**config.mk**
```make
export PLATFORM = sky130hd
export DESIGN_NAME = floppy_sector_skew_translate_unit
export DESIGN_NICKNAME = d
export VERILOG_FILES = /design/src/hdl/fsst_pkg.sv /design/src/hdl/fsst_cfg.sv /design/src/hdl/fsst_div.sv /design/src/hdl/fsst_skew.sv /design/src/hdl/fsst_place.sv /design/src/hdl/floppy_sector_skew_translate_unit.sv
export SDC_FILE = /design/constraint.sdc
export NUM_CORES = 2
export LEC_CHECK = 0
export ABC_AREA = 1
export BUFFER_PORTS_ARGS = -buffer_cell sky130_fd_sc_hd__buf_4
export CORE_ASPECT_RATIO = 0.75
export CORE_MARGIN = 4
export CORE_UTILIZATION = 60
export CTS_CLUSTER_SIZE = 28
export DETAILED_ROUTE_END_ITERATION = 8
export PLACE_DENSITY = 0.75
export SLEW_MARGIN = 20
export SYNTH_ARGS = -nofsm -noshare
export SYNTH_HDL_FRONTEND = slang
export SYNTH_HIERARCHICAL = 1
export SYNTH_SLANG_ARGS = --single-unit
```
**constraint.sdc**
```tcl
create_clock -name clk -period 11.9 [get_ports clk]
set_input_delay 2.38 -clock clk [delete_from_list [all_inputs] [get_ports clk]]
set_output_delay 2.38 -clock clk [all_outputs]
set_load 0.02 [all_outputs]
```
**src/hdl/fsst_pkg.sv**
```systemverilog
// ---------------------------------------------------------------------------
// fsst_pkg: shared definitions for the floppy sector skew translator
// Widths, register codes, format constants, skew tables and the divider step.
// ---------------------------------------------------------------------------
`default_nettype none

package fsst_pkg;

    localparam int SECTOR_NUMBER_BITS = 16;
    localparam int LS_BITS            = 14;
    localparam int SUM_BITS           = 15;
    localparam int SPT_BITS           = 5;
    localparam int BPS_BITS           = 11;
    localparam int OFFSET_BITS        = 26;
    localparam int DIV_STAGES         = 3;
    localparam int DIV_STEP_BITS      = SUM_BITS / DIV_STAGES;
    localparam int NARROW_BITS        = 8;
    localparam int PIPE_DEPTH         = 8;
    localparam int CFG_INDEX_BITS     = 4;
    localparam int CFG_DATA_BITS      = 12;

    typedef logic [SECTOR_NUMBER_BITS-1:0] sector_t;

    typedef enum logic [CFG_INDEX_BITS-1:0] {
        REG_DISK_INCHES          = 4'd0,
        REG_SIDE_COUNT           = 4'd1,
        REG_SECTORS_PER_TRACK    = 4'd2,
        REG_BYTES_PER_SECTOR     = 4'd3,
        REG_BYTES_PER_GROUP      = 4'd4,
        REG_KILOBYTES_PER_VOLUME = 4'd5,
        REG_RESERVED_SECTORS     = 4'd6,
        REG_ALTERNATE_SKEW       = 4'd7
    } cfg_reg_t;

    typedef struct packed {
        logic [3:0]          disk_inches;
        logic [1:0]          side_count;
        logic [SPT_BITS-1:0] sectors_per_track;
        logic [BPS_BITS-1:0] bytes_per_sector;
        logic [11:0]         bytes_per_group;
        logic [11:0]         kilobytes_per_volume;
        logic [7:0]          reserved_sectors;
        logic                alternate_skew;
    } cfg_t;

    localparam cfg_t CFG_RESET = '{
        disk_inches:          4'd8,
        side_count:           2'd1,
        sectors_per_track:    5'd26,
        bytes_per_sector:     11'd128,
        bytes_per_group:      12'd1024,
        kilobytes_per_volume: 12'd0,
        reserved_sectors:     8'd0,
        alternate_skew:       1'b0
    };

    localparam logic [3:0]          INCH_5   = 4'd5;
    localparam logic [1:0]          SIDES_2  = 2'd2;
    localparam logic [SPT_BITS-1:0] SPT_5    = 5'd5;
    localparam logic [11:0]         BPG_2048 = 12'd2048;
    localparam logic [11:0]         KB_200   = 12'd200;
    localparam logic [11:0]         KB_320   = 12'd320;
    localparam logic [11:0]         KB_180   = 12'd180;
    localparam logic [BPS_BITS-1:0] BPS_128  = 11'd128;
    localparam logic [BPS_BITS-1:0] BPS_256  = 11'd256;
    localparam logic [BPS_BITS-1:0] BPS_512  = 11'd512;
    localparam logic [BPS_BITS-1:0] BPS_1024 = 11'd1024;

    localparam sector_t TRACK_FOLD = 16'd33;
    localparam sector_t TRACK_TURN = 16'd65;

    // reciprocals for division by 3, 5 and 13, exact for values below 2**17
    localparam logic [15:0] RECIP3  = 16'd43691;
    localparam int          SHIFT3  = 17;
    localparam logic [15:0] RECIP5  = 16'd52429;
    localparam int          SHIFT5  = 18;
    localparam logic [15:0] RECIP13 = 16'd20165;
    localparam int          SHIFT13 = 18;

    localparam int LEN_180  = 18;
    localparam int LEN_DD   = 10;
    localparam int LEN_128  = 26;
    localparam int LEN_256  = 26;
    localparam int LEN_1024 = 8;

    typedef struct packed {
        logic [SUM_BITS-1:0] a;
        logic [SPT_BITS-1:0] rem;
        logic [SUM_BITS-1:0] q;
    } div_stage_t;

    typedef struct packed {
        logic [SUM_BITS-1:0] s;
        sector_t             t;
    } div_word_t;

    typedef struct packed {
        sector_t n;
        sector_t tprod;
        logic    err;
    } skew_word_t;

    // one restoring step: returns {quotient bit, new remainder}
    function automatic logic [SPT_BITS:0] div_step(
        input logic [SPT_BITS-1:0] rem,
        input logic                din,
        input logic [SPT_BITS-1:0] d
    );
        logic [SPT_BITS:0] r;
        logic [SPT_BITS:0] diff;
        r    = {rem, din};
        diff = r - {1'b0, d};
        if (r >= {1'b0, d})
            return {1'b1, diff[SPT_BITS-1:0]};
        else
            return {1'b0, r[SPT_BITS-1:0]};
    endfunction

    function automatic logic [4:0] skew5_180(input logic [4:0] i);
        case (i)
            5'd0:  return 5'd0;   5'd1:  return 5'd11;  5'd2:  return 5'd5;
            5'd3:  return 5'd16;  5'd4:  return 5'd1;   5'd5:  return 5'd12;
            5'd6:  return 5'd6;   5'd7:  return 5'd17;  5'd8:  return 5'd2;
            5'd9:  return 5'd13;  5'd10: return 5'd7;   5'd11: return 5'd9;
            5'd12: return 5'd3;   5'd13: return 5'd14;  5'd14: return 5'd8;
            5'd15: return 5'd10;  5'd16: return 5'd4;   5'd17: return 5'd15;
            default: return 5'd0;
        endcase
    endfunction

    function automatic logic [3:0] skew5_dd(input logic [3:0] i);
        case (i)
            4'd0: return 4'd0;  4'd1: return 4'd7;  4'd2: return 4'd5;
            4'd3: return 4'd3;  4'd4: return 4'd1;  4'd5: return 4'd8;
            4'd6: return 4'd6;  4'd7: return 4'd4;  4'd8: return 4'd2;
            4'd9: return 4'd9;
            default: return 4'd0;
        endcase
    endfunction

    function automatic logic [4:0] skew8_128(input logic [4:0] i);
        case (i)
            5'd0:  return 5'd0;   5'd1:  return 5'd3;   5'd2:  return 5'd6;
            5'd3:  return 5'd9;   5'd4:  return 5'd12;  5'd5:  return 5'd2;
            5'd6:  return 5'd5;   5'd7:  return 5'd8;   5'd8:  return 5'd11;
            5'd9:  return 5'd1;   5'd10: return 5'd4;   5'd11: return 5'd7;
            5'd12: return 5'd10;  5'd13: return 5'd13;  5'd14: return 5'd16;
            5'd15: return 5'd19;  5'd16: return 5'd22;  5'd17: return 5'd25;
            5'd18: return 5'd15;  5'd19: return 5'd18;  5'd20: return 5'd21;
            5'd21: return 5'd24;  5'd22: return 5'd14;  5'd23: return 5'd17;
            5'd24: return 5'd20;  5'd25: return 5'd23;
            default: return 5'd0;
        endcase
    endfunction

    function automatic logic [4:0] skew8_256(input logic [4:0] i);
        case (i)
            5'd0:  return 5'd0;   5'd1:  return 5'd17;  5'd2:  return 5'd9;
            5'd3:  return 5'd13;  5'd4:  return 5'd5;   5'd5:  return 5'd22;
            5'd6:  return 5'd1;   5'd7:  return 5'd18;  5'd8:  return 5'd10;
            5'd9:  return 5'd14;  5'd10: return 5'd6;   5'd11: return 5'd23;
            5'd12: return 5'd2;   5'd13: return 5'd19;  5'd14: return 5'd11;
            5'd15: return 5'd15;  5'd16: return 5'd7;   5'd17: return 5'd24;
            5'd18: return 5'd3;   5'd19: return 5'd20;  5'd20: return 5'd12;
            5'd21: return 5'd16;  5'd22: return 5'd8;   5'd23: return 5'd25;
            5'd24: return 5'd4;   5'd25: return 5'd21;
            default: return 5'd0;
        endcase
    endfunction

    function automatic logic [2:0] skew8_1024(input logic [2:0] i);
        case (i)
            3'd0: return 3'd0;  3'd1: return 3'd5;  3'd2: return 3'd3;
            3'd3: return 3'd4;  3'd4: return 3'd2;  3'd5: return 3'd7;
            3'd6: return 3'd1;  3'd7: return 3'd6;
            default: return 3'd0;
        endcase
    endfunction

endpackage

`default_nettype wire

```
**src/hdl/fsst_cfg.sv**
```systemverilog
// ---------------------------------------------------------------------------
// fsst_cfg: disk format register file
// Holds the eight format registers; writes to unknown indexes are dropped.
// ---------------------------------------------------------------------------
`default_nettype none

module fsst_cfg import fsst_pkg::*;
(
    input  logic                      clk,
    input  logic                      rst_n,
    input  logic                      cfg_valid,
    output logic                      cfg_ready,
    input  logic [CFG_INDEX_BITS-1:0] cfg_index,
    input  logic [CFG_DATA_BITS-1:0]  cfg_data,
    output cfg_t                      cfg
);

    cfg_t cfg_reg;
    cfg_t cfg_next;

    assign cfg_ready = 1'b1;
    assign cfg       = cfg_reg;

    always_comb
    begin
        cfg_next = cfg_reg;
        if (cfg_valid)
        begin
            case (cfg_index)
                REG_DISK_INCHES:          cfg_next.disk_inches          = cfg_data[3:0];
                REG_SIDE_COUNT:           cfg_next.side_count           = cfg_data[1:0];
                REG_SECTORS_PER_TRACK:    cfg_next.sectors_per_track    = cfg_data[SPT_BITS-1:0];
                REG_BYTES_PER_SECTOR:     cfg_next.bytes_per_sector     = cfg_data[BPS_BITS-1:0];
                REG_BYTES_PER_GROUP:      cfg_next.bytes_per_group      = cfg_data[11:0];
                REG_KILOBYTES_PER_VOLUME: cfg_next.kilobytes_per_volume = cfg_data[11:0];
                REG_RESERVED_SECTORS:     cfg_next.reserved_sectors     = cfg_data[7:0];
                REG_ALTERNATE_SKEW:       cfg_next.alternate_skew       = cfg_data[0];
                default:                  cfg_next = cfg_reg;
            endcase
        end
    end

    always_ff @(posedge clk or negedge rst_n)
    begin
        if (!rst_n)
            cfg_reg <= CFG_RESET;
        else
            cfg_reg <= cfg_next;
    end

endmodule

`default_nettype wire

```
**src/hdl/fsst_div.sv**
```systemverilog
// ---------------------------------------------------------------------------
// fsst_div: reserved offset add and pipelined track/sector divider
// Restoring division by sectors per track, five quotient bits per stage.
// ---------------------------------------------------------------------------
`default_nettype none

module fsst_div import fsst_pkg::*;
(
    input  logic               clk,
    input  logic               rst_n,
    input  cfg_t               cfg,
    input  logic               up_valid,
    output logic               up_ready,
    input  logic [LS_BITS-1:0] logical_sector,
    output logic               dn_valid,
    input  logic               dn_ready,
    output div_word_t          dn_word
);

    div_stage_t st_reg  [DIV_STAGES];
    div_stage_t st_src  [DIV_STAGES];
    logic       vld_reg [DIV_STAGES];
    logic       vld_src [DIV_STAGES];
    logic       rdy     [DIV_STAGES+1];

    assign rdy[DIV_STAGES] = dn_ready;
    assign up_ready        = rdy[0];

    assign st_src[0].a   = SUM_BITS'(logical_sector) + SUM_BITS'(cfg.reserved_sectors);
    assign st_src[0].rem = '0;
    assign st_src[0].q   = '0;
    assign vld_src[0]    = up_valid;

    for (genvar k = 0; k < DIV_STAGES; k++)
    begin : g_stage
        div_stage_t st_next;

        if (k > 0)
        begin : g_link
            assign st_src[k]  = st_reg[k-1];
            assign vld_src[k] = vld_reg[k-1];
        end

        // advance when this stage is empty or the next one takes its word
        assign rdy[k] = !vld_reg[k] || rdy[k+1];

        always_comb
        begin
            logic [SPT_BITS:0] step;
            st_next = st_src[k];
            for (int j = 0; j < DIV_STEP_BITS; j++)
            begin
                step = div_step(st_next.rem,
                                st_next.a[SUM_BITS-1-k*DIV_STEP_BITS-j],
                                cfg.sectors_per_track);
                st_next.rem = step[SPT_BITS-1:0];
                st_next.q[SUM_BITS-1-k*DIV_STEP_BITS-j] = step[SPT_BITS];
            end
        end

        always_ff @(posedge clk or negedge rst_n)
        begin
            if (!rst_n)
                vld_reg[k] <= 1'b0;
            else if (rdy[k])
                vld_reg[k] <= vld_src[k];
        end

        always_ff @(posedge clk)
        begin
            if (rdy[k])
                st_reg[k] <= st_next;
        end
    end

    assign dn_valid = vld_reg[DIV_STAGES-1];

    // zero sectors per track: whole sum is the sector, track is all ones
    always_comb
    begin
        if (cfg.sectors_per_track == '0)
        begin
            dn_word.s = st_reg[DIV_STAGES-1].a;
            dn_word.t = '1;
        end
        else
        begin
            dn_word.s = SUM_BITS'(st_reg[DIV_STAGES-1].rem);
            dn_word.t = SECTOR_NUMBER_BITS'(st_reg[DIV_STAGES-1].q);
        end
    end

endmodule

`default_nettype wire

```
**src/hdl/fsst_skew.sv**
```systemverilog
// ---------------------------------------------------------------------------
// fsst_skew: track fold and per-format sector skew
// Stage one folds the track and takes constant quotients; stage two picks
// the skew rule and forms the track base product.
// ---------------------------------------------------------------------------
`default_nettype none

module fsst_skew import fsst_pkg::*;
(
    input  logic       clk,
    input  logic       rst_n,
    input  cfg_t       cfg,
    input  logic       up_valid,
    output logic       up_ready,
    input  div_word_t  up_word,
    output logic       dn_valid,
    input  logic       dn_ready,
    output skew_word_t dn_word
);

    localparam int PROD_BITS = SUM_BITS + 16;
    localparam int Q3_BITS   = 13;
    localparam int Q5_BITS   = 12;
    localparam int Q13_BITS  = 11;
    localparam int TP_BITS   = SECTOR_NUMBER_BITS + SPT_BITS;

    logic                v4_reg;
    logic                rdy4;
    logic [SUM_BITS-1:0] s4_reg;
    sector_t             t4_reg;
    sector_t             t4_next;
    logic [Q3_BITS-1:0]  q3_reg;
    logic [Q5_BITS-1:0]  q5_reg;
    logic [Q13_BITS-1:0] q13_reg;
    logic [PROD_BITS-1:0] p3;
    logic [PROD_BITS-1:0] p5;
    logic [PROD_BITS-1:0] p13;
    sector_t             fold_diff;

    logic                v5_reg;
    logic                rdy5;
    skew_word_t          w5_reg;
    skew_word_t          w5_next;
    logic [TP_BITS-1:0]  tp;

    assign rdy5     = !v5_reg || dn_ready;
    assign rdy4     = !v4_reg || rdy5;
    assign up_ready = rdy4;
    assign dn_valid = v5_reg;
    assign dn_word  = w5_reg;

    // stage 4: constant quotients and serpentine track order
    assign p3  = PROD_BITS'(up_word.s) * PROD_BITS'(RECIP3);
    assign p5  = PROD_BITS'(up_word.s) * PROD_BITS'(RECIP5);
    assign p13 = PROD_BITS'(up_word.s) * PROD_BITS'(RECIP13);
    assign fold_diff = TRACK_TURN - up_word.t;

    always_comb
    begin
        t4_next = up_word.t;
        if (cfg.disk_inches == INCH_5 && cfg.side_count == SIDES_2 &&
            cfg.reserved_sectors == '0)
        begin
            if (up_word.t < TRACK_FOLD)
                t4_next = {up_word.t[SECTOR_NUMBER_BITS-2:0], 1'b0};
            else
                t4_next = {fold_diff[SECTOR_NUMBER_BITS-2:0], 1'b1};
        end
    end

    always_ff @(posedge clk or negedge rst_n)
    begin
        if (!rst_n)
            v4_reg <= 1'b0;
        else if (rdy4)
            v4_reg <= up_valid;
    end

    always_ff @(posedge clk)
    begin
        if (rdy4)
        begin
            s4_reg  <= up_word.s;
            t4_reg  <= t4_next;
            q3_reg  <= p3[SHIFT3+Q3_BITS-1:SHIFT3];
            q5_reg  <= p5[SHIFT5+Q5_BITS-1:SHIFT5];
            q13_reg <= p13[SHIFT13+Q13_BITS-1:SHIFT13];
        end
    end

    // stage 5: skew rule select and track base
    assign tp = TP_BITS'(t4_reg) * TP_BITS'(cfg.sectors_per_track);

    always_comb
    begin
        sector_t s;
        sector_t half;
        sector_t x2;
        sector_t x3;
        sector_t x4;
        sector_t x5;
        sector_t x6;
        sector_t q3;
        sector_t r3;
        sector_t lk180;
        sector_t lkdd;
        sector_t lk128;
        sector_t lk256;
        sector_t lk1024;
        logic    alt;

        s    = SECTOR_NUMBER_BITS'(s4_reg);
        half = s >> 1;
        x2   = s << 1;
        x3   = x2 + s;
        x4   = s << 2;
        x5   = x4 + s;
        x6   = x3 << 1;
        q3   = SECTOR_NUMBER_BITS'(q3_reg);
        r3   = s - (q3 + (q3 << 1));
        alt  = cfg.alternate_skew;

        // table index past the end passes the sector through
        lk180  = (s < SECTOR_NUMBER_BITS'(LEN_180))
               ? SECTOR_NUMBER_BITS'(skew5_180(s[4:0])) : s;
        lkdd   = (s < SECTOR_NUMBER_BITS'(LEN_DD))
               ? SECTOR_NUMBER_BITS'(skew5_dd(s[3:0])) : s;
        lk128  = (s < SECTOR_NUMBER_BITS'(LEN_128))
               ? SECTOR_NUMBER_BITS'(skew8_128(s[4:0])) : s;
        lk256  = (s < SECTOR_NUMBER_BITS'(LEN_256))
               ? SECTOR_NUMBER_BITS'(skew8_256(s[4:0])) : s;
        lk1024 = (s < SECTOR_NUMBER_BITS'(LEN_1024))
               ? SECTOR_NUMBER_BITS'(skew8_1024(s[2:0])) : s;

        w5_next.err   = 1'b0;
        w5_next.tprod = tp[SECTOR_NUMBER_BITS-1:0];
        if (cfg.disk_inches == INCH_5)
        begin
            if (cfg.sectors_per_track == SPT_5)
            begin
                if (cfg.bytes_per_group == BPG_2048)
                    w5_next.n = alt ? x4 : x3;
                else
                    w5_next.n = alt ? x3 : s;
            end
            else if (cfg.kilobytes_per_volume == KB_200)
                w5_next.n = alt ? s : x2 + SECTOR_NUMBER_BITS'(q5_reg);
            else if (cfg.kilobytes_per_volume == KB_320)
                w5_next.n = alt ? x4 + half : s;
            else if (cfg.kilobytes_per_volume == KB_180)
                w5_next.n = alt ? lk180 : x5;
            else if (cfg.bytes_per_sector == BPS_256)
                w5_next.n = alt ? x5 + half : s;
            else
                w5_next.n = alt ? lkdd : x5 + half;
        end
        else if (cfg.bytes_per_sector == BPS_128)
            w5_next.n = alt ? lk128 : x6 + SECTOR_NUMBER_BITS'(q13_reg);
        else if (cfg.bytes_per_sector == BPS_256)
            w5_next.n = alt ? lk256 : (r3 << 3) + r3 + q3;
        else if (cfg.bytes_per_sector == BPS_512)
            w5_next.n = alt ? x2 : x4;
        else if (cfg.bytes_per_sector == BPS_1024)
            w5_next.n = alt ? lk1024 : x3;
        else
        begin
            w5_next.n   = '0;
            w5_next.err = 1'b1;
        end
    end

    always_ff @(posedge clk or negedge rst_n)
    begin
        if (!rst_n)
            v5_reg <= 1'b0;
        else if (rdy5)
            v5_reg <= v4_reg;
    end

    always_ff @(posedge clk)
    begin
        if (rdy5)
            w5_reg <= w5_next;
    end

endmodule

`default_nettype wire

```
**src/hdl/fsst_place.sv**
```systemverilog
// ---------------------------------------------------------------------------
// fsst_place: final reduction, track rebase and byte offset
// Reduces the skewed sector, adds the track base, scales by sector size.
// ---------------------------------------------------------------------------
`default_nettype none

module fsst_place import fsst_pkg::*;
(
    input  logic                   clk,
    input  logic                   rst_n,
    input  cfg_t                   cfg,
    input  logic                   up_valid,
    output logic                   up_ready,
    input  skew_word_t             up_word,
    output logic                   dn_valid,
    input  logic                   dn_ready,
    output sector_t                physical_sector,
    output logic [OFFSET_BITS-1:0] byte_offset,
    output logic                   size_error
);

    localparam int OFF_PROD_BITS = SECTOR_NUMBER_BITS + BPS_BITS;

    logic    v6_reg;
    logic    v7_reg;
    logic    v8_reg;
    logic    rdy6;
    logic    rdy7;
    logic    rdy8;

    sector_t nm6_reg;
    sector_t nm6_next;
    sector_t tp6_reg;
    logic    err6_reg;

    sector_t phys7_reg;
    sector_t phys7_next;
    logic    err7_reg;

    sector_t                  phys8_reg;
    logic [OFFSET_BITS-1:0]   off8_reg;
    logic                     err8_reg;
    logic [OFF_PROD_BITS-1:0] off_prod;

    assign rdy8     = !v8_reg || dn_ready;
    assign rdy7     = !v7_reg || rdy8;
    assign rdy6     = !v6_reg || rdy7;
    assign up_ready = rdy6;

    assign dn_valid        = v8_reg;
    assign physical_sector = phys8_reg;
    assign byte_offset     = off8_reg;
    assign size_error      = err8_reg;

    // stage 6: skewed sector modulo sectors per track; it fits in eight
    // bits whenever the track length is nonzero
    always_comb
    begin
        logic [SPT_BITS-1:0] rem;
        logic [SPT_BITS:0]   step;
        rem = '0;
        for (int j = NARROW_BITS - 1; j >= 0; j--)
        begin
            step = div_step(rem, up_word.n[j], cfg.sectors_per_track);
            rem  = step[SPT_BITS-1:0];
        end
        if (cfg.sectors_per_track == '0)
            nm6_next = up_word.n;
        else
            nm6_next = SECTOR_NUMBER_BITS'(rem);
    end

    // stage 7: rebase onto the track, drop the result on a size error
    assign phys7_next = err6_reg ? '0 : nm6_reg + tp6_reg;

    // stage 8: byte offset
    assign off_prod = OFF_PROD_BITS'(phys7_reg) * OFF_PROD_BITS'(cfg.bytes_per_sector);

    always_ff @(posedge clk or negedge rst_n)
    begin
        if (!rst_n)
        begin
            v6_reg <= 1'b0;
            v7_reg <= 1'b0;
            v8_reg <= 1'b0;
        end
        else
        begin
            if (rdy6)
                v6_reg <= up_valid;
            if (rdy7)
                v7_reg <= v6_reg;
            if (rdy8)
                v8_reg <= v7_reg;
        end
    end

    always_ff @(posedge clk)
    begin
        if (rdy6)
        begin
            nm6_reg  <= nm6_next;
            tp6_reg  <= up_word.tprod;
            err6_reg <= up_word.err;
        end
        if (rdy7)
        begin
            phys7_reg <= phys7_next;
            err7_reg  <= err6_reg;
        end
        if (rdy8)
        begin
            phys8_reg <= phys7_reg;
            off8_reg  <= off_prod[OFFSET_BITS-1:0];
            err8_reg  <= err7_reg;
        end
    end

endmodule

`default_nettype wire

```
**src/hdl/floppy_sector_skew_translate_unit.sv**
```systemverilog
// ---------------------------------------------------------------------------
// floppy_sector_skew_translate_unit: logical to physical floppy sector map
// Offset, track split, serpentine fold, format skew and byte offset.
// ---------------------------------------------------------------------------
// The unit takes one logical sector word per cycle, unless req_stall is
// high, and returns one result word per request, in order.
// The rate is set by an eight-stage pipeline: three
// stages of restoring division by sectors per track (five quotient bits
// each), two stages of track fold and skew selection, and three of
// reduction, rebase and byte-offset multiply. Every stage holds a word, so
// up to eight requests are in flight and a stalled result still lets the
// empty stages behind it fill. Format registers are written through the cfg
// port, which is always ready; write them only while no request is in
// flight. An 8-inch format with a sector size other than 128, 256, 512 or
// 1024 returns size_error with zero sector and offset.
`default_nettype none

module floppy_sector_skew_translate_unit import fsst_pkg::*;
(
    input  logic                      clk,
    input  logic                      rst_n,
    input  logic                      cfg_valid,
    output logic                      cfg_ready,
    input  logic [CFG_INDEX_BITS-1:0] cfg_index,
    input  logic [CFG_DATA_BITS-1:0]  cfg_data,
    input  logic                      req_valid,
    output logic                      req_stall,
    input  logic [LS_BITS-1:0]        logical_sector,
    output logic                      rsp_valid,
    input  logic                      rsp_stall,
    output logic [SECTOR_NUMBER_BITS-1:0] physical_sector,
    output logic [OFFSET_BITS-1:0]    byte_offset,
    output logic                      size_error
);

    cfg_t       cfg;
    logic       div_ready;
    logic       div_valid;
    div_word_t  div_word;
    logic       skew_ready;
    logic       skew_valid;
    skew_word_t skew_word;
    logic       place_ready;

    assign req_stall = !div_ready;

    fsst_cfg u_cfg (
        .clk       (clk),
        .rst_n     (rst_n),
        .cfg_valid (cfg_valid),
        .cfg_ready (cfg_ready),
        .cfg_index (cfg_index),
        .cfg_data  (cfg_data),
        .cfg       (cfg)
    );

    fsst_div u_div (
        .clk            (clk),
        .rst_n          (rst_n),
        .cfg            (cfg),
        .up_valid       (req_valid),
        .up_ready       (div_ready),
        .logical_sector (logical_sector),
        .dn_valid       (div_valid),
        .dn_ready       (skew_ready),
        .dn_word        (div_word)
    );

    fsst_skew u_skew (
        .clk      (clk),
        .rst_n    (rst_n),
        .cfg      (cfg),
        .up_valid (div_valid),
        .up_ready (skew_ready),
        .up_word  (div_word),
        .dn_valid (skew_valid),
        .dn_ready (place_ready),
        .dn_word  (skew_word)
    );

    fsst_place u_place (
        .clk             (clk),
        .rst_n           (rst_n),
        .cfg             (cfg),
        .up_valid        (skew_valid),
        .up_ready        (place_ready),
        .up_word         (skew_word),
        .dn_valid        (rsp_valid),
        .dn_ready        (!rsp_stall),
        .physical_sector (physical_sector),
        .byte_offset     (byte_offset),
        .size_error      (size_error)
    );

endmodule

`default_nettype wire

```
==> reports/metrics.yaml <==
hold_path:
  hold_class: "reg2reg"
timing:
  setup_viol: 0
  hold_violations: 0
  worst_clock_skew_ps: 27.2
  setup_slack_ps: 963
  worstMarginPinSlew_ps: 1090
  post-route-min-period_ps: 10940
  finalCritPeriodShare: 0.919
  drv_slew: 0
  fmax_mhz: 91.4
  finalSetupTns_ps: 0
  slew-limit-headroom: 0.267
cells_and_area:
  layout.nets: 7072
  final_util: 0.650
  largest_reg_flops: 90
  fin_cells: 7086
  final_common_cell: "nand2_1"
  drive_gt1_frac: 0.0714
  diodes: 0
  layout_common_cells: "nand2_1, inv_1, ha_1"
  area_growth_pct: 7.06
  fillCellCount: 6776
drt:
  vias: 40400
  ant_nets: 0
  drt_iter0_drc: 3925
  routedWlPerCell_um: 18.8
  drt_pass1_iterations: 7
  drc: 0
  routed_wl_mm: 133
  vias_per_cell: 5.70
die:
  dieHeight_um: 252
  die_w_um: 334
  ios: 81
  initial_core_util: 0.607
  core_area_mm2: 0.0787
  rows: 89
  dieArea_mm2: 0.0842
place:
  io_buffer_count: 79
  placedCellCount: 7003
  pre_cts_ws_ps: 419
  gp_congestion: 1.02
  dp_hpwl_mm: 106
global_routing:
  overflow: 0
  track_usage: 0.314
  grt_antenna_before_repair: 1
  grt_max_degree: 76
  grt_pass1_vias: 38600
  grt_pass1_wl_mm: 211
synth:
  ys.flop_type: "edfxtp_1"
  ys_types: 78
  yosysSeqAreaShare: 0.220
  async_reset_ff_frac: 0.171
  synth-seq-cells: 368
  ys_warn_count: 6
  syn_inst: 5923
  avgSynthCellArea_um2: 8.07
  synth_enable_flop_cells: 283
  syn_nets: 6989
  synth_area_mm2: 0.0478
clock_tree:
  root_buffer: "clkbuf_16"
  clkTransAtPathRegs_ps: 60
  clock-sinks: 368
  tritoncts: "built"
  clockBufferDepth: 3
  cts_buffers: 42
  cts_htree_levels: 2
  cts_hold_buffers: 0
  clk-insertion-delay-late_ps: 590
worst_setup_path:
  cp_slowest_cell: "fa_1"
  cpPeakStageDelay_ps: 510
  path_max_fanout: 9
  worstSetupEndpointType: "flip-flop"
  cp_data_required_time_ps: 12220
  worst_path_most_repeated_cell: "nand2_1"
  cp.arrival_ps: 11260
  crit_path_start_kind: "flip-flop"
  critPathKind: "reg2reg"
  rrSetupSlack_ps: 960
outcome:
  status: "completed"
flow_run:
  max_cap_violations: 0
==> layer usage <==
metal	global-route usage	vias to the layer above	wire length, µm
li1	-	19400	-
met1	0.483	19000	61700
met2	0.452	1795	53800
met3	0.0745	185	14800
met4	0.0621	2	2690
met5	0	-	18
==> worst max-delay path: cells and delay by family, from the launching register on <==
family,cells,cell delay (ps)
compound gates,14,2860
simple gates,34,3520
buf+inv,11,820
fa+ha+maj,8,3000
flops,1,420
==> what timing repair did <==
action / CTS / global route
buffers inserted: 0 / 5
endpoints found under the setup margin: 0 / 5
hold endpoints to repair: 0 / 0
gates resized for setup: 0 / 16
==> worst paths after layout <==
path	endpoint	from	cells after the start
hold / removal	u_place/tp6_reg[10]	u_skew/dn_word[11]	0
hold reg to reg	u_place/tp6_reg[10]	u_skew/dn_word[11]	0
max in group asynchronous	u_cfg/cfg[44]	rst_n	1
setup / recovery	u_place/nm6_reg[0]	u_cfg/cfg[44]	67
min in group asynchronous	u_cfg/cfg[17]	rst_n	1
setup reg to reg	u_place/nm6_reg[0]	u_cfg/cfg[44]	67
==> kinds of logic (layout without fill, tap and decap cells) <==
| logic type | after synthesis | count (layout) | synth area share |
|---|---|---|---|
| AO/OA/AOI/OAI | 843 | 843 | 0.101 |
| adder cells (fa/ha/maj) | 1031 | 1031 | 0.331 |
| AND/OR/NAND/NOR | 2267 | 2267 | 0.211 |
| XOR/XNOR | 230 | 230 | 0.0425 |
| buffers and inverters | 1183 | 1300 | 0.0947 |
| flip-flops | 368 | 368 | 0.220 |
| other | 1 | 1 | 0.0000785 |
==> cell usage after synthesis, types with 15 or more instances <==
cell type,count,share of area
nand2_4,15,0.0035
buf_2,31,0.0032
nor2_1,311,0.024
xnor2_1,81,0.015
nand2_1,1363,0.11
a31oi_1,28,0.0037
edfxtp_1,283,0.18
nor3_1,29,0.0030
nor2_4,15,0.0035
nand4_1,63,0.0083
inv_1,1055,0.083
nand3_1,293,0.031
xor2_1,147,0.027
nor4_1,21,0.0028
o211ai_1,22,0.0035
dfxtp_1,22,0.0092
o21bai_1,38,0.0060
or2_2,33,0.0043
clkbuf_1,59,0.0046
o21ai_1,24,0.0025
inv_2,22,0.0017
dfrtp_1,56,0.029
fa_1,385,0.16
ha_1,646,0.17
nand2_2,24,0.0031
nor2_2,31,0.0041
a21o_1,20,0.0031
nand3_2,22,0.0046
o21ai_0,259,0.027
a21oi_1,349,0.037
==> metrics by stage <==
stage | area [µm²] | hold WS [ps]
4_1_cts | 51000 | 415
3_5_place_dp | 49600 | 405
6_report | 51100 | 414
5_1_grt | 51100 | 420
3_3_place_gp | 49600 | 401
2_1_floorplan | 47800 | 400
==> layout make-up <==
cell class | count | area, µm² | share of cell area
multi-input cells | 4372 | 32800 | 0.641
flip-flops and latches | 368 | 10500 | 0.206
inverters | 1079 | 4050 | 0.0792
well taps | 1046 | 1310 | 0.0256
clock buffers | 54 | 1120 | 0.0218
repair buffers | 143 | 1070 | 0.0210
clock inverters | 24 | 269 | 0.00526
Power is not shown: default switching activity piles up to over one toggle a cycle in this logic, so the estimate is an artifact.
